File: src/rtl/fcp_pkg.sv
`timescale 1ns / 1ps
// ----------------------------------------------------------------------------
// fcp_pkg
// Shared constants, codes and types of the framed command parser.
// ----------------------------------------------------------------------------
package fcp_pkg;

    // Buffer geometry
    localparam int BUFFER_DEPTH = 16;
    localparam int IDX_W        = $clog2(BUFFER_DEPTH);
    localparam int LEN_W        = $clog2(BUFFER_DEPTH + 1);
    // Frame reads reach up to five entries past the start symbol
    localparam int FETCH_N      = 5;
    localparam int FETCH_W      = $clog2(FETCH_N + 1);
    localparam int FRAME_W      = $clog2(BUFFER_DEPTH + FETCH_N);

    localparam int CHAR_W       = 7;
    localparam int BYTE_W       = 8;
    localparam int DATA_W       = 16;
    localparam int KIND_W       = 2;
    localparam int STATUS_W     = 3;
    localparam int CFG_IDX_W    = 1;
    localparam int CFG_DATA_W   = 7;

    // Item kinds
    localparam logic [KIND_W-1:0] KIND_ADD     = 2'd0;
    localparam logic [KIND_W-1:0] KIND_PROCESS = 2'd1;
    localparam logic [KIND_W-1:0] KIND_CLEAR   = 2'd2;

    // Result status codes
    localparam logic [STATUS_W-1:0] ST_OK         = 3'd0;
    localparam logic [STATUS_W-1:0] ST_EMPTY      = 3'd1;
    localparam logic [STATUS_W-1:0] ST_NOCMD      = 3'd2;
    localparam logic [STATUS_W-1:0] ST_CHARERR    = 3'd3;
    localparam logic [STATUS_W-1:0] ST_FORMAT     = 3'd4;
    localparam logic [STATUS_W-1:0] ST_INCOMPLETE = 3'd5;
    localparam logic [STATUS_W-1:0] ST_FULL       = 3'd6;

    // Register indexes
    localparam logic [CFG_IDX_W-1:0] REG_START_SYMBOL = 1'b0;
    localparam logic [CFG_IDX_W-1:0] REG_END_SYMBOL   = 1'b1;

    localparam logic [CFG_DATA_W-1:0] START_SYMBOL_RST = 7'd35;
    localparam logic [CFG_DATA_W-1:0] END_SYMBOL_RST   = 7'd33;

    // Character codes
    localparam logic [CHAR_W-1:0] CHAR_P    = 7'h50;
    localparam logic [CHAR_W-1:0] CHAR_S    = 7'h53;
    localparam logic [CHAR_W-1:0] CHAR_ONE  = 7'h31;
    localparam logic [CHAR_W-1:0] CHAR_NINE = 7'h39;
    localparam logic [BYTE_W-1:0] CHAR_MAX  = 8'd127;

    // Buffer memory access
    typedef struct packed {
        logic               rd_en;
        logic [FRAME_W-1:0] rd_addr;
        logic               wr_en;
        logic [IDX_W-1:0]   wr_addr;
        logic [CHAR_W-1:0]  wr_data;
    } mem_req_t;

endpackage

File: src/rtl/fcp_buf_mem.sv
`timescale 1ns / 1ps
// ----------------------------------------------------------------------------
// fcp_buf_mem
// Character buffer: one write and one registered read per cycle. Entries
// never written read as zero, as do addresses past the buffer end.
// ----------------------------------------------------------------------------
module fcp_buf_mem
(
    input  logic                      clk,
    input  logic                      rst_n,
    input  fcp_pkg::mem_req_t         req,
    output logic [fcp_pkg::CHAR_W-1:0] rd_data
);

    logic [fcp_pkg::CHAR_W-1:0]      mem [fcp_pkg::BUFFER_DEPTH];
    logic [fcp_pkg::BUFFER_DEPTH-1:0] valid_reg;
    logic [fcp_pkg::CHAR_W-1:0]      rd_data_reg;
    logic [fcp_pkg::IDX_W-1:0]       rd_idx;
    logic                            rd_in_range;

    assign rd_idx      = req.rd_addr[fcp_pkg::IDX_W-1:0];
    assign rd_in_range = (req.rd_addr < fcp_pkg::FRAME_W'(fcp_pkg::BUFFER_DEPTH));
    assign rd_data     = rd_data_reg;

    always_ff @(posedge clk)
    begin
        if (req.wr_en)
        begin
            mem[req.wr_addr] <= req.wr_data;
        end
        if (req.rd_en)
        begin
            if (rd_in_range && valid_reg[rd_idx])
            begin
                rd_data_reg <= mem[rd_idx];
            end
            else
            begin
                rd_data_reg <= '0;
            end
        end
    end

    // reset contents are zero: track written entries
    always_ff @(posedge clk or negedge rst_n)
    begin
        if (!rst_n)
        begin
            valid_reg <= '0;
        end
        else if (req.wr_en)
        begin
            valid_reg[req.wr_addr] <= 1'b1;
        end
    end

endmodule

File: src/rtl/framed_command_parser.sv
`timescale 1ns / 1ps
// ----------------------------------------------------------------------------
// framed_command_parser
// Collects characters in a buffer and decodes a framed P or S command.
// ----------------------------------------------------------------------------
// Add, clear, unused and empty-buffer process items give done in the cycle
// after start. Any other process item keeps busy high through the scan,
// five frame reads and the decode, or through the scan alone when a
// symbol is missing; done rises as busy falls. Throughput: one add or
// clear item per cycle while not busy; results cannot be stalled.
// Reset (rst_n low, async): empty buffer reading as zeros, gains zero, 35 / 33.
module framed_command_parser
(
    input  logic                                clk,
    input  logic                                rst_n,
    // command channel
    input  logic                                start,
    output logic                                busy,
    input  logic [fcp_pkg::KIND_W-1:0]          kind,
    input  logic [fcp_pkg::BYTE_W-1:0]          new_char,
    input  logic signed [fcp_pkg::DATA_W-1:0]   setpoint_in,
    input  logic signed [fcp_pkg::DATA_W-1:0]   plant_output_in,
    input  logic signed [fcp_pkg::DATA_W-1:0]   error_in,
    // result channel
    output logic                                done,
    output logic [fcp_pkg::STATUS_W-1:0]        status,
    output logic                                report_valid,
    output logic signed [fcp_pkg::DATA_W-1:0]   report_setpoint,
    output logic signed [fcp_pkg::DATA_W-1:0]   report_output,
    output logic signed [fcp_pkg::DATA_W-1:0]   report_error,
    output logic [fcp_pkg::CHAR_W-1:0]          gain_p,
    output logic [fcp_pkg::CHAR_W-1:0]          gain_i,
    output logic [fcp_pkg::CHAR_W-1:0]          gain_d,
    // configuration
    input  logic                                cfg_we,
    input  logic [fcp_pkg::CFG_IDX_W-1:0]       cfg_addr,
    input  logic [fcp_pkg::CFG_DATA_W-1:0]      cfg_wdata
);

    typedef enum logic [1:0] {
        S_IDLE,
        S_SCAN,
        S_FETCH,
        S_EVAL
    } state_t;

    // control state
    state_t                          state_reg,     state_next;
    logic                            done_reg,      done_next;
    logic [fcp_pkg::STATUS_W-1:0]    status_reg,    status_next;
    logic                            rv_reg,        rv_next;
    logic [fcp_pkg::LEN_W-1:0]       len_reg,       len_next;
    logic [fcp_pkg::LEN_W-1:0]       scan_addr_reg, scan_addr_next;
    logic [fcp_pkg::FETCH_W-1:0]     fetch_cnt_reg, fetch_cnt_next;
    logic                            pend_reg,      pend_next;
    logic                            found_s_reg,   found_s_next;
    logic                            found_e_reg,   found_e_next;
    logic [fcp_pkg::CHAR_W-1:0]      gain_p_reg,    gain_p_next;
    logic [fcp_pkg::CHAR_W-1:0]      gain_i_reg,    gain_i_next;
    logic [fcp_pkg::CHAR_W-1:0]      gain_d_reg,    gain_d_next;

    // datapath (no reset)
    logic [fcp_pkg::LEN_W-1:0]       s_pos_reg,     s_pos_next;
    logic [fcp_pkg::LEN_W-1:0]       pend_idx_reg,  pend_idx_next;
    logic [fcp_pkg::CHAR_W-1:0]      frame_reg  [fcp_pkg::FETCH_N];
    logic [fcp_pkg::CHAR_W-1:0]      frame_next [fcp_pkg::FETCH_N];
    logic signed [fcp_pkg::DATA_W-1:0] sp_reg,  sp_next;
    logic signed [fcp_pkg::DATA_W-1:0] po_reg,  po_next;
    logic signed [fcp_pkg::DATA_W-1:0] er_reg,  er_next;

    // configuration
    logic [fcp_pkg::CHAR_W-1:0]      start_sym_reg;
    logic [fcp_pkg::CHAR_W-1:0]      end_sym_reg;

    fcp_pkg::mem_req_t               mem_req;
    logic [fcp_pkg::CHAR_W-1:0]      rd_data;
    logic                            issue;

    function automatic logic is_digit19(input logic [fcp_pkg::CHAR_W-1:0] c);
        return (c >= fcp_pkg::CHAR_ONE) && (c <= fcp_pkg::CHAR_NINE);
    endfunction

    fcp_buf_mem u_buf_mem
    (
        .clk     (clk),
        .rst_n   (rst_n),
        .req     (mem_req),
        .rd_data (rd_data)
    );

    // ------------------------------------------------------------------
    // Configuration registers, to be written only while idle (unenforced)
    // ------------------------------------------------------------------
    always_ff @(posedge clk or negedge rst_n)
    begin
        if (!rst_n)
        begin
            start_sym_reg <= fcp_pkg::START_SYMBOL_RST;
            end_sym_reg   <= fcp_pkg::END_SYMBOL_RST;
        end
        else if (cfg_we)
        begin
            unique case (cfg_addr)
                fcp_pkg::REG_START_SYMBOL: start_sym_reg <= cfg_wdata;
                fcp_pkg::REG_END_SYMBOL:   end_sym_reg   <= cfg_wdata;
                default: ;
            endcase
        end
    end

    // ------------------------------------------------------------------
    // Sequencer
    // IDLE  : add/clear answer at once; process starts the scan if len > 0.
    // SCAN  : reads entries 0..len-1, one per cycle, and notes the first
    //         start symbol and whether an end symbol is present. The read
    //         data arrives in the cycle after its address (pend_reg).
    // FETCH : reads the five entries after the start symbol into a shift
    //         line; addresses past the buffer read zero.
    // EVAL  : decodes the P or S frame.
    // ------------------------------------------------------------------
    always_comb
    begin
        state_next     = state_reg;
        done_next      = 1'b0;
        status_next    = status_reg;
        rv_next        = rv_reg;
        len_next       = len_reg;
        scan_addr_next = scan_addr_reg;
        fetch_cnt_next = fetch_cnt_reg;
        pend_next      = 1'b0;
        found_s_next   = found_s_reg;
        found_e_next   = found_e_reg;
        gain_p_next    = gain_p_reg;
        gain_i_next    = gain_i_reg;
        gain_d_next    = gain_d_reg;
        s_pos_next     = s_pos_reg;
        pend_idx_next  = pend_idx_reg;
        sp_next        = sp_reg;
        po_next        = po_reg;
        er_next        = er_reg;
        for (int i = 0; i < fcp_pkg::FETCH_N; i++)
        begin
            frame_next[i] = frame_reg[i];
        end
        issue           = 1'b0;
        mem_req         = '0;
        mem_req.wr_addr = len_reg[fcp_pkg::IDX_W-1:0];
        mem_req.wr_data = new_char[fcp_pkg::CHAR_W-1:0];

        unique case (state_reg)
            S_IDLE:
            begin
                if (start)
                begin
                    rv_next = 1'b0;
                    unique case (kind)
                        fcp_pkg::KIND_ADD:
                        begin
                            done_next = 1'b1;
                            if (new_char > fcp_pkg::CHAR_MAX)
                            begin
                                status_next = fcp_pkg::ST_CHARERR;
                            end
                            else if (len_reg < fcp_pkg::LEN_W'(fcp_pkg::BUFFER_DEPTH))
                            begin
                                mem_req.wr_en = 1'b1;
                                len_next      = len_reg + 1'b1;
                                status_next   = fcp_pkg::ST_OK;
                            end
                            else
                            begin
                                status_next = fcp_pkg::ST_FULL;
                            end
                        end
                        fcp_pkg::KIND_PROCESS:
                        begin
                            sp_next = setpoint_in;
                            po_next = plant_output_in;
                            er_next = error_in;
                            if (len_reg == '0)
                            begin
                                done_next   = 1'b1;
                                status_next = fcp_pkg::ST_EMPTY;
                            end
                            else
                            begin
                                scan_addr_next = '0;
                                found_s_next   = 1'b0;
                                found_e_next   = 1'b0;
                                state_next     = S_SCAN;
                            end
                        end
                        fcp_pkg::KIND_CLEAR:
                        begin
                            done_next   = 1'b1;
                            status_next = fcp_pkg::ST_OK;
                            len_next    = '0;
                        end
                        default:
                        begin
                            // unused kind: no state change
                            done_next   = 1'b1;
                            status_next = fcp_pkg::ST_OK;
                        end
                    endcase
                end
            end

            S_SCAN:
            begin
                issue           = (scan_addr_reg < len_reg);
                mem_req.rd_en   = issue;
                mem_req.rd_addr = fcp_pkg::FRAME_W'(scan_addr_reg);
                pend_next       = issue;
                pend_idx_next   = scan_addr_reg;
                if (issue)
                begin
                    scan_addr_next = scan_addr_reg + 1'b1;
                end
                if (pend_reg)
                begin
                    if ((rd_data == start_sym_reg) && !found_s_reg)
                    begin
                        found_s_next = 1'b1;
                        s_pos_next   = pend_idx_reg;
                    end
                    if (rd_data == end_sym_reg)
                    begin
                        found_e_next = 1'b1;
                    end
                end
                if (!issue && !pend_reg)
                begin
                    if (found_s_reg && found_e_reg)
                    begin
                        fetch_cnt_next = '0;
                        state_next     = S_FETCH;
                    end
                    else
                    begin
                        done_next   = 1'b1;
                        status_next = fcp_pkg::ST_FORMAT;
                        len_next    = '0;
                        state_next  = S_IDLE;
                    end
                end
            end

            S_FETCH:
            begin
                issue           = (fetch_cnt_reg < fcp_pkg::FETCH_W'(fcp_pkg::FETCH_N));
                mem_req.rd_en   = issue;
                mem_req.rd_addr = fcp_pkg::FRAME_W'(s_pos_reg)
                                + fcp_pkg::FRAME_W'(fetch_cnt_reg)
                                + fcp_pkg::FRAME_W'(1);
                pend_next       = issue;
                if (issue)
                begin
                    fetch_cnt_next = fetch_cnt_reg + 1'b1;
                end
                if (pend_reg)
                begin
                    for (int i = 0; i < fcp_pkg::FETCH_N - 1; i++)
                    begin
                        frame_next[i] = frame_reg[i+1];
                    end
                    frame_next[fcp_pkg::FETCH_N-1] = rd_data;
                end
                if (!issue && !pend_reg)
                begin
                    state_next = S_EVAL;
                end
            end

            S_EVAL:
            begin
                // frame_reg[0] is the entry right after the start symbol
                done_next  = 1'b1;
                state_next = S_IDLE;
                if (frame_reg[0] == fcp_pkg::CHAR_P)
                begin
                    if ((frame_reg[1] == end_sym_reg) || (frame_reg[2] == end_sym_reg)
                        || (frame_reg[3] == end_sym_reg))
                    begin
                        status_next = fcp_pkg::ST_INCOMPLETE;
                        len_next    = '0;
                    end
                    else if (!is_digit19(frame_reg[1]) || !is_digit19(frame_reg[2])
                             || !is_digit19(frame_reg[3]))
                    begin
                        status_next = fcp_pkg::ST_CHARERR;
                        len_next    = '0;
                    end
                    else if (frame_reg[4] != end_sym_reg)
                    begin
                        // buffer kept
                        status_next = fcp_pkg::ST_FORMAT;
                    end
                    else
                    begin
                        gain_p_next = frame_reg[1];
                        gain_i_next = frame_reg[2];
                        gain_d_next = frame_reg[3];
                        status_next = fcp_pkg::ST_OK;
                        len_next    = '0;
                    end
                end
                else if (frame_reg[0] == fcp_pkg::CHAR_S)
                begin
                    if (frame_reg[1] != end_sym_reg)
                    begin
                        status_next = fcp_pkg::ST_FORMAT;
                    end
                    else
                    begin
                        rv_next     = 1'b1;
                        status_next = fcp_pkg::ST_OK;
                        len_next    = '0;
                    end
                end
                else
                begin
                    status_next = fcp_pkg::ST_NOCMD;
                    len_next    = '0;
                end
            end

            default:
            begin
                state_next = S_IDLE;
            end
        endcase
    end

    always_ff @(posedge clk or negedge rst_n)
    begin
        if (!rst_n)
        begin
            state_reg     <= S_IDLE;
            done_reg      <= 1'b0;
            status_reg    <= fcp_pkg::ST_OK;
            rv_reg        <= 1'b0;
            len_reg       <= '0;
            scan_addr_reg <= '0;
            fetch_cnt_reg <= '0;
            pend_reg      <= 1'b0;
            found_s_reg   <= 1'b0;
            found_e_reg   <= 1'b0;
            gain_p_reg    <= '0;
            gain_i_reg    <= '0;
            gain_d_reg    <= '0;
        end
        else
        begin
            state_reg     <= state_next;
            done_reg      <= done_next;
            status_reg    <= status_next;
            rv_reg        <= rv_next;
            len_reg       <= len_next;
            scan_addr_reg <= scan_addr_next;
            fetch_cnt_reg <= fetch_cnt_next;
            pend_reg      <= pend_next;
            found_s_reg   <= found_s_next;
            found_e_reg   <= found_e_next;
            gain_p_reg    <= gain_p_next;
            gain_i_reg    <= gain_i_next;
            gain_d_reg    <= gain_d_next;
        end
    end

    always_ff @(posedge clk)
    begin
        s_pos_reg    <= s_pos_next;
        pend_idx_reg <= pend_idx_next;
        sp_reg       <= sp_next;
        po_reg       <= po_next;
        er_reg       <= er_next;
        for (int i = 0; i < fcp_pkg::FETCH_N; i++)
        begin
            frame_reg[i] <= frame_next[i];
        end
    end

    // ------------------------------------------------------------------
    // Outputs
    // ------------------------------------------------------------------
    assign busy            = (state_reg != S_IDLE);
    assign done            = done_reg;
    assign status          = status_reg;
    assign report_valid    = rv_reg;
    assign report_setpoint = rv_reg ? sp_reg : '0;
    assign report_output   = rv_reg ? po_reg : '0;
    assign report_error    = rv_reg ? er_reg : '0;
    assign gain_p          = gain_p_reg;
    assign gain_i          = gain_i_reg;
    assign gain_d          = gain_d_reg;

`ifndef SYNTH
    // a result is only given once the sequencer is back in idle
    assert property (@(posedge clk) disable iff (!rst_n) done |-> !busy)
        else $error("done raised while busy");

    // fill level never passes the buffer depth
    assert property (@(posedge clk) disable iff (!rst_n)
        len_reg <= fcp_pkg::LEN_W'(fcp_pkg::BUFFER_DEPTH))
        else $error("buffer length overflow");

    // add, clear and unused items answer in the next cycle
    assert property (@(posedge clk) disable iff (!rst_n)
        (start && !busy && (kind != fcp_pkg::KIND_PROCESS)) |=> (done && !busy))
        else $error("add/clear item not answered in one cycle");

    // process on a filled buffer enters the scan
    assert property (@(posedge clk) disable iff (!rst_n)
        (start && !busy && (kind == fcp_pkg::KIND_PROCESS) && (len_reg != '0))
        |=> (busy && !done))
        else $error("process item did not start the scan");

    // a report only comes with an ok status
    assert property (@(posedge clk) disable iff (!rst_n)
        (done && report_valid) |-> (status == fcp_pkg::ST_OK))
        else $error("report with non-ok status");
`endif

endmodule

File: config.mk
export PLATFORM = sky130hd
export DESIGN_NAME = framed_command_parser
export DESIGN_NICKNAME = d
export VERILOG_FILES = /design/src/rtl/fcp_pkg.sv /design/src/rtl/fcp_buf_mem.sv /design/src/rtl/framed_command_parser.sv
export SDC_FILE = /design/constraint.sdc
export NUM_CORES = 1
export LEC_CHECK = 0
export BUFFER_PORTS_ARGS = -buffer_cell sky130_fd_sc_hd__buf_2
export CORE_MARGIN = 10
export CORE_UTILIZATION = 30
export DETAILED_ROUTE_END_ITERATION = 7
export SYNTH_ARGS = -nofsm -noshare
export SYNTH_HDL_FRONTEND = slang
export SYNTH_SLANG_ARGS = --single-unit
File: constraint.sdc
create_clock -name clk -period 4.5 [get_ports clk]
set_clock_uncertainty 0.15 [all_clocks]
set_input_delay 0 -clock clk [delete_from_list [all_inputs] [get_ports clk]]
set_output_delay 0 -clock clk [all_outputs]
set_load 0.01 [all_outputs]
# After elaboration in Yosys (flattened, before gate mapping)
# Memories as Yosys holds them, arrays and structs flattened. A register that Yosys moved wholly into a read port is not among the register bits.
# Cells that the tools add are included.
[word_totals]
wordCells = 205
n_memories = 2
inputBits = 70
output_inout_bits = 75
ramBits = 147
reg_bits = 132
[classes]
bitwise = 5
reduce_logical = 42
addsub = 5
order_cmp = 14
n_mux = 81
n_eq_ne = 35
[memory_table]
columns = ["name", "depth", "word_bits", "rd", "rd_clocked_by_memory_dff", "write_ports", "line_no", "source"]
rows = [
  ["u_buf_mem.mem", 16, 7, 1, 1, 1, "fcp_buf_mem.sv:15", "logic [fcp_pkg::CHAR_W-1:0] mem [fcp_pkg::BUFFER_DEPTH];"],
  ["frame_reg", 5, 7, 5, 0, 5, "framed_command_parser.sv:65", "logic [fcp_pkg::CHAR_W-1:0] frame_reg [fcp_pkg::FETCH_N];"],
]
[op_table]
columns = ["op", "count"]
rows = [
  ["5-bit two-way mux", 15],
  ["35-bit two-way mux", 2],
  ["16-bit two-way mux", 3],
  ["3-bit two-way mux", 15],
  ["7-bit == test", 5],
  ["2-bit inequality test, second input constant", 14],
  ["1-bit two-way mux", 25],
  ["5-bit AND reduction", 5],
  ["7-bit by 6-bit greater-or-equal comparator with 1-bit output, second input constant", 3],
  ["7-bit by 6-bit less-or-equal comparator with 1-bit output, second input constant", 3],
  ["5-bit one-hot mux with 2 select lines", 2],
  ["16-bit bitwise OR", 1],
  ["5-bit by 1-bit adder with 5-bit output, second input constant", 3],
  ["5-bit one-hot mux with 3 select lines", 1],
  ["7-bit == test, second input constant", 2],
  ["7-bit inequality test", 2],
  ["2-bit two-way mux", 6],
  ["3-bit one-hot mux with 2 select lines", 2],
  ["6-bit one-hot mux with 2 select lines", 1],
  ["6-bit AND reduction", 2],
  ["4-bit by 5-bit less-than comparator with 1-bit output, second input constant", 2],
  ["5-bit less-than comparator, second input constant", 2],
  ["1-bit logical AND", 9],
  ["3-bit inequality test, second input constant", 3],
  ["other kinds (29)", 54],
]

# Longest topological paths before layout
# Gate-level depths: netlist (run 1).
[depth]
depth_word = 9
mapped_depth = 11
mapped_depth_nobuf = 10

# Hierarchy
# From an unflattened synthesis (run 1), not the netlist that was laid out.
[hier_totals]
cells_unflattened = 789
area_unflattened_um2 = 12125.4
[by_module_without_submodules]
columns = ["module", "seq_area_each_um2", "instances", "area_per_inst_um2", "cells_each"]
rows = [
  ["framed_command_parser", 4250.3, 1, 6886.6, 537],
  ["fcp_buf_mem", 3973.8, 1, 5238.8, 252],
]

# Worst setup path after synthesis (run 1)
# OpenSTA, ideal clock, no wires.
[synth_path]
path_kind = "flip-flop to flip-flop"
startpoint = "reg state_reg[0]"
endpoint = "reg er_reg[0] (netlist bit) (enable)"
setup_ns = 0.454
stages_incl_launch_ff = 6
t_arrival_ns = 3.029
required_ns = 3.896
n_path_buf = 1
period_less_slack_ns = 3.632
path_slack_ns = 0.868
cell_sequence = "dfrtp_1 > inv_1 > ha_1 > clkbuf_1 > nand2_1 > nor2_1"
[synth_between]
elab_chain_len = 2
[synth_rtl]
columns = ["item", "line_no", "source"]
rows = [
  ["from (decl)", "framed_command_parser.sv:48", "state_t state_reg, state_next;"],
  ["from (signal assigned)", "framed_command_parser.sv:355", "state_reg <= state_next;"],
  ["2-bit logical NOT", "framed_command_parser.sv:150", "unique case (state_reg)"],
  ["3-bit AND reduction (no source line)", "-", ""],
  ["to (signal assigned)", "framed_command_parser.sv:377", "er_reg <= er_next;"],
  ["to (decl)", "framed_command_parser.sv:69", "logic signed [fcp_pkg::DATA_W-1:0] er_reg, er_next;"],
]
# No other way between the ends.
# A chain may end at the register's enable or synchronous reset.

# Worst setup path in the final report (run 1)
[layout_path]
startpoint = "reg fetch_cnt_reg[0] (netlist bit)"
endpoint = "reg u_buf_mem.rd_data_reg (netlist bit u_buf_mem.rd_data[3]), read port of u_buf_mem.mem (data pin)"
[layout_between]
elab_chain_len = 7
elab_cells_between_ends = 9
classes_between = "add/sub: 2; order compare: 2; mux: 3; reduce/logical: 2"
[layout_rtl]
columns = ["item", "line_no", "source"]
rows = [
  ["from (decl)", "framed_command_parser.sv:54", "logic [fcp_pkg::FETCH_W-1:0] fetch_cnt_reg, fetch_cnt_next;"],
  ["from (signal assigned)", "framed_command_parser.sv:361", "fetch_cnt_reg <= fetch_cnt_next;"],
  ["5-bit by 3-bit adder with 5-bit output", "framed_command_parser.sv:254", "+ fcp_pkg::FRAME_W'(fetch_cnt_reg)"],
  ["5-bit by 1-bit adder with 5-bit output", "framed_command_parser.sv:255", "+ fcp_pkg::FRAME_W'(1);"],
  ["6-bit one-hot mux with 2 select lines *", "framed_command_parser.sv:150", ""],
  ["1-bit binary-select mux with 4-bit select", "fcp_buf_mem.sv:33", "if (rd_in_range && valid_reg[rd_idx])"],
  ["1-bit two-way mux (not written as such)", "fcp_buf_mem.sv:33", ""],
  ["1-bit logical AND", "fcp_buf_mem.sv:33", ""],
  ["1-bit logical NOT (no source line)", "-", ""],
  ["to (decl)", "fcp_buf_mem.sv:17", "logic [fcp_pkg::CHAR_W-1:0] rd_data_reg;"],
]
# Every way passes the cells marked *; elsewhere a longest branch is shown, timed or not. The select of a mux whose other input is x is not followed.

==> results of run 1 <==
cell families (layout without fill, tap and decap cells):
family / Yosys count / in the layout / synth area share
compound gates: 109 / 109 / 0.0705
xor+xnor: 47 / 47 / 0.0335
fa+ha+maj: 19 / 19 / 0.0199
other cells: 0 / 2 / 0
flops: 286 / 286 / 0.669
mux: 58 / 58 / 0.0511
simple gates: 313 / 313 / 0.132
buf+inv: 60 / 329 / 0.0237
layer usage:
metal	vias up	routed length [um]	global-route usage
met2	179	15800	0.213
li1	3759	-	-
met5	-	0	0
met4	0	777	0.0355
met1	3941	13700	0.152
met3	53	1350	0.0246
cell usage in the layout, fill, tap and decap left out, types with 18 or more instances in the layout:
cell type	synthesis	routed
or2_2	21	21
buf_2	14	143
dlygate4sd3_1	0	99
dfrtp_1	69	69
nand2_1	97	97
nor2_1	43	42
ha_1	18	18
mux2i_1	29	29
nand3_1	38	38
edfxtp_1	212	212
xnor2_1	30	30
clkbuf_16	0	32
and2_1	53	53
worst reg2reg max path: stages, from the launching register on:
cell and delay (ns):
dfrtp_1 0.40, inv_1 0.07, ha_1 0.25, fa_1 0.41
xnor2_1 0.34, a22o_1 0.53, buf_4 0.37, mux2i_1 0.13
a221oi_1 0.32, a31oi_1 0.10, a211oi_2 0.26
power breakdown:
part           internal, mW  total (mW)  switching [mW]
clock network          1.44        2.44           0.996
logic                 0.631        1.55           0.915
registers              3.06        3.25           0.188
total                  5.13        7.23            2.10
cell type report:
class                   instances  share of cell area
multi-input cells             546               0.245
well taps                     532              0.0428
clock buffers                  45              0.0559
clock inverters                10             0.00660
diodes                          2            0.000322
repair buffers                257               0.117
inverters                      17             0.00410
flip-flops and latches        286               0.529
final timing paths:
check | startpoint | endpoint | slack [ns] | depth (start not counted)
worst max-delay path | fetch_cnt_reg[0] | u_buf_mem.rd_data[3] | 1.01 | 10
worst min-delay path | rst_n | gain_i[2] | -0.002 | 2
worst max register to register | fetch_cnt_reg[0] | u_buf_mem.rd_data[3] | 1.01 | 10
worst min register to register | pend_idx_reg[3] | s_pos_reg[3] | 0.27 | 0
max in group asynchronous | rst_n | start_sym_reg[2] | 3.56 | 2
min in group clk | setpoint_in[3] | sp_reg[3] | 0.02 | 2
repair_timing:
action | 4_1_cts | 5_1_grt
hold buffers | 96 | 3
hold endpoints to repair | 264 | 3
setup endpoints to repair | 0 | 0
metrics by stage:
stage | hold slack, ns | std cells
6_report | -0.00231 | 1695
5_1_grt | 0.00421 | 1695
4_1_cts | 0.000263 | 1690
3_5_place_dp | 0.0282 | 1539
3_3_place_gp | 0.0278 | 1539
2_1_floorplan | -0.446 | 892
cell usage after synthesis, drive strengths merged (7+ instances only):
| library cell | number |
|---|---|
| edfxtp | 212 |
| nand2 | 97 |
| dfrtp | 69 |
| and2 | 53 |
| nor2 | 44 |
| nand3 | 38 |
| xnor2 | 30 |
| mux2i | 29 |
| mux2 | 28 |
| buf | 23 |
| or2 | 23 |
| clkbuf | 20 |
| a21oi | 18 |
| ha | 18 |
| inv | 17 |
| xor2 | 17 |
| o21ai | 16 |
| a221oi | 15 |
| nand4 | 11 |
| a31oi | 10 |
| nor2b | 10 |
| nor4 | 10 |
| a211oi | 7 |
| a311oi | 7 |
| o211ai | 7 |
==> flow_metrics.env, run 1 <==
export IMPL_cts_tree="built"
export IMPL_clkLatencyLatePin_ns=0.55
export IMPL_wl_mm=31.7
export IMPL_rsz0062_at_grt="false"
export IMPL_critPathLaunchType="flop"
export IMPL_place_area_mm2=0.0136
export IMPL_clock_root_buffer="clkbuf_16"
export IMPL_synth_area_top_cells="edfxtp_1 (52%), dfrtp_1 (14%), nand2_1 (3.0%)"
export IMPL_ys_async_sr_fraction=0.259
export IMPL_ys_warn_count=0
export IMPL_htree_levels=1
export IMPL_worst_slack_ns=1.01
export IMPL_synth_sequential_area_ratio=0.669
export IMPL_yosysTopAreaCellShare=0.518
export IMPL_critPathTopFamily="compound AO/OA/AOI/OAI gates"
export IMPL_dr_pass1_iters=4
export IMPL_die_h_um=222
export IMPL_cp_max_fo=18
export IMPL_critPathArrivalTime_ns=3.73
export IMPL_leakagePower_nw=6.03
export IMPL_drt_iter0_drc=458
export IMPL_die_w_um=222
export IMPL_ios=145
export IMPL_synthCells=892
export IMPL_viasPerCell=4.68
export IMPL_finalPower_mw=7.23
export IMPL_synth_seq_cells=286
export IMPL_slew_viol_final=0
export IMPL_grt_ovfl_total=0
export IMPL_final_cell_area_mm2=0.0156
export IMPL_final_hold_violation_count=1
export IMPL_cpMaxStageDelayCell="a22o_1"
export IMPL_cp_end_kind="flop"
export IMPL_ys_flop_type="edfxtp_1"
export IMPL_slew_headroom=0.240
export IMPL_drv_cap=0
export IMPL_antenna_found_initial=2
export IMPL_slowest_delay_ns=0.53
export IMPL_cts_setup_buffers=0
export IMPL_syn_avg_cell_area_um2=13.8
export IMPL_first_global_vias=8293
export IMPL_finalNetCount=1227
export IMPL_min_path_type="input port to asynchronous set/reset pin"
export IMPL_hpwl_mm=21.5
export IMPL_ant_nets=0
export IMPL_grt_max_degree=75
export IMPL_dp_slack_ns=1.04
export IMPL_start_util=0.302
export IMPL_synth_nets=981
export IMPL_regArea_mm2=0.00822
export IMPL_drc_errors=0
export IMPL_wl_per_cell_um=18.7
export IMPL_status="complete, but fails checks"
export IMPL_violations="negative hold slack"
export IMPL_worstSetupPathType="flop to flop"
export IMPL_setup_viol=0
export IMPL_holdWs_ns=-0.00231
export IMPL_netlist_area_mm2=0.0123
export IMPL_synth_edf_count=212
export IMPL_clkTransAtPathRegs_ns=0.06
export IMPL_cts_made_buffers=30
export IMPL_num_vias=7932
export IMPL_rows=74
export IMPL_multiInputGateArea_mm2=0.00380
export IMPL_required_ns=4.74
export IMPL_ir_drop_mv=0.320
export IMPL_place_congestion=0.797
export IMPL_cts_resized=0
export IMPL_grt_pass1_wl_mm=48.6
export IMPL_largest_reg_flops=112
export IMPL_yosysTopAreaCell="edfxtp_1"
export IMPL_clock_sinks=286
export IMPL_max_freq_mhz=286
export IMPL_areaGrowthSynthToFinish_pct=26.5
export IMPL_drive_above_1_share=0.235
export IMPL_final_util=0.383
export IMPL_worstMarginPinSlew_ns=1.13
export IMPL_core_mm2=0.0406
export IMPL_period_minus_slack_ns=3.49
export IMPL_fillers=3823
export IMPL_place_port_buffers=144
export IMPL_ys_types=71
export IMPL_dieArea_mm2=0.0495
export IMPL_grt_usage=0.123
export IMPL_clk_path_buf_depth=3
export IMPL_fin_crit_sh=0.776
export IMPL_cp_cell_sequence="inv_1 -> ha_1 -> fa_1 -> xnor2_1 -> a22o_1 -> buf_4 -> mux2i_1 -> a221oi_1 -> a31oi_1 -> a211oi_2"
export IMPL_path_buf_inv=2
export IMPL_power_density_mw_per_mm2=465
export IMPL_tns_ns=0
No activity file was read; power rests on OpenSTA's default activity.
==> run 2, diff against run 1 <==
==> constraint.sdc (replaced) <==
create_clock -name clk -period 2.86 [get_ports clk]
set_clock_uncertainty 0.15 [all_clocks]
set_input_delay 0 -clock clk [delete_from_list [all_inputs] [get_ports clk]]
set_output_delay 0 -clock clk [all_outputs]
set_load 0.01 [all_outputs]
==> run 2 against run 1 <==
The flow now finishes without violations. Global-route usage fell by 0.063 points. Register-to-register slack got worse by 0.92 ns. Final cell count rose by 3.8%. Utilization rose by 2.1 points. Flip-flop and latch count did not move. First-iteration DRC count rose by 29%. Critical path type unchanged. Highest routed layer unchanged.
==> flow_metrics.env, run 2 (synthesis gave the netlist of run 1 again) <==
export IMPL_status="complete, no violations"
export IMPL_first_global_vias=8507
export IMPL_power_density_mw_per_mm2=732
export IMPL_final_common_cell="edfxtp_1"
export IMPL_grt_pass1_wl_mm=49.6
export IMPL_mostFrequentLayoutCells="edfxtp_1 (212), buf_2 (143), dlygate4sd3_1 (123)"
export IMPL_place_congestion=0.809
export IMPL_place_port_buffers=144
export IMPL_dr_pass1_iters=5
export IMPL_clk_path_buf_depth=3
export IMPL_die_h_um=222
export IMPL_clkTransAtPathRegs_ns=0.06
export IMPL_critPathLaunchType="flop"
export IMPL_drive_above_1_share=0.270
export IMPL_worstMarginPinSlew_ns=1.09
export IMPL_setup_viol=0
export IMPL_clock_root_buffer="clkbuf_16"
export IMPL_start_util=0.302
export IMPL_clock_sinks=286
export IMPL_min_path_type="input port to flop"
export IMPL_n_antenna_cell=0
export IMPL_grt_max_degree=58
export IMPL_worstHoldPathCells=2
export IMPL_ir_drop_mv=0.534
export IMPL_regArea_mm2=0.00822
export IMPL_clock_power_share=0.341
export IMPL_tns_ns=0
export IMPL_areaGrowthSynthToFinish_pct=33.4
export IMPL_grt_usage=0.123
export IMPL_p_seq_frac=0.423
export IMPL_ant_nets=0
export IMPL_grt_ovfl_total=0
export IMPL_cp_end_kind="flop"
export IMPL_dieArea_mm2=0.0495
export IMPL_p_comb_frac=0.236
export IMPL_clkLatencyLatePin_ns=0.57
export IMPL_p_int_mw=8.61
export IMPL_r2r_worst_path_cells=11
export IMPL_htree_levels=1
export IMPL_drc_errors=0
export IMPL_multiInputGateArea_mm2=0.00390
export IMPL_antenna_found_initial=0
export IMPL_period_minus_slack_ns=2.77
export IMPL_worst_slack_ns=0.0869
export IMPL_holdWs_ns=0.0247
export IMPL_max_freq_mhz=361
export IMPL_fillers=3721
export IMPL_rows=74
export IMPL_finalPower_mw=12.0
export IMPL_drt_iter0_drc=590
export IMPL_slew_viol_final=0
export IMPL_ios=145
export IMPL_dp_slack_ns=-0.137
export IMPL_required_ns=3.08
export IMPL_viasPerCell=4.70
export IMPL_finalNetCount=1293
export IMPL_largest_reg_flops=112
export IMPL_hpwl_mm=20.8
export IMPL_worstSetupPathType="flop to flop"
export IMPL_final_util=0.404
export IMPL_wl_per_cell_um=17.9
export IMPL_drv_cap=0
export IMPL_num_vias=8270
export IMPL_cts_made_buffers=30
export IMPL_die_w_um=222
export IMPL_swShare=0.283
export IMPL_wl_mm=31.4
export IMPL_core_mm2=0.0406
export IMPL_fin_crit_sh=0.970
export IMPL_cts_tree="built"
export IMPL_power_switching_mw=3.40
export IMPL_critPathArrivalTime_ns=3.00
export IMPL_leakagePower_nw=6.45
export IMPL_slew_headroom=0.277
export IMPL_final_hold_violation_count=0
export IMPL_cp_max_fo=7
run 2: changes by cell type in the layout (fill, tap and decap cells not counted), moves of 2 or more:
cell           before  now
ha_1               18   16
buf_12              0    8
diode_2             2    0
clkinv_1            3    5
bufinv_16           2    5
clkbuf_1           11    5
a311oi_1            3    1
dlygate4sd3_1      99  123
a21o_1              4    2
clkinv_2            3    5
buf_4              15   47
run 2: worst paths after layout:
| path | from | to | slack (ns) |
|---|---|---|---|
| worst max-delay path | s_pos_reg[0] | u_buf_mem.rd_data[5] | 0.09 |
| worst min-delay path | error_in[1] | er_reg[1] | 0.02 |
| worst max register to register | s_pos_reg[0] | u_buf_mem.rd_data[5] | 0.09 |
| worst min register to register | pend_idx_reg[2] | s_pos_reg[2] | 0.27 |
| max in group asynchronous | rst_n | gain_d[6] | 0.47 |
| min in group asynchronous | rst_n | status[2] | 0.45 |
run 2: layout make-up:
class / count / share of cell area
clock inverters: 17 / 0.0128
clock buffers: 39 / 0.0510
well taps: 532 / 0.0406
inverters: 17 / 0.00389
multi-input cells: 546 / 0.238
repair buffers: 323 / 0.153
flip-flops and latches: 286 / 0.501
run 2: worst max-delay path, cell delays in order (launching register included):
cell	delay (ns)
edfxtp_1	0.34
inv_1	0.07
ha_4	0.18
fa_2	0.41
xnor2_4	0.17
a22o_4	0.28
mux2i_1	0.12
o22ai_1	0.15
o211ai_1	0.10
a32o_2	0.30
buf_12	0.14
a2111oi_4	0.17
run 2: per-stage QoR:
step                cells  area (um^2)
CTS                  1758        16300
global route         1760        16400
global placement     1578        14000
floorplan             892        12300
detailed placement   1578        14000
finish               1760        16400
run 2: routing by layer:
layer | vias to the layer above | wire [um] | GRT usage
met5 | - | 0 | 0
met4 | 0 | 661 | 0.0318
met3 | 41 | 1910 | 0.0265
met2 | 249 | 14100 | 0.190
met1 | 4093 | 14700 | 0.170
li1 | 3887 | - | -
run 2: timing repair:
action                                  4_1_cts  5_1_grt
endpoints found under the hold margin       265        0
cloned                                        1        0
pin swaps                                     6        3
resized for setup                             8       12
hold buffers                                123        0
setup buffers                                 0        2
endpoints found under the setup margin        7       11
run 2: power by group through the flow:
stage                     sequential, mW  combinational (mW)  clock, mW
after CTS                           5.08                2.74       4.18
after detailed placement            5.16                2.52          0
after global routing                5.11                3.09       4.35
after global placement              5.16                2.49          0
after floorplan                     5.04                1.73          0
final                               5.08                2.84       4.09
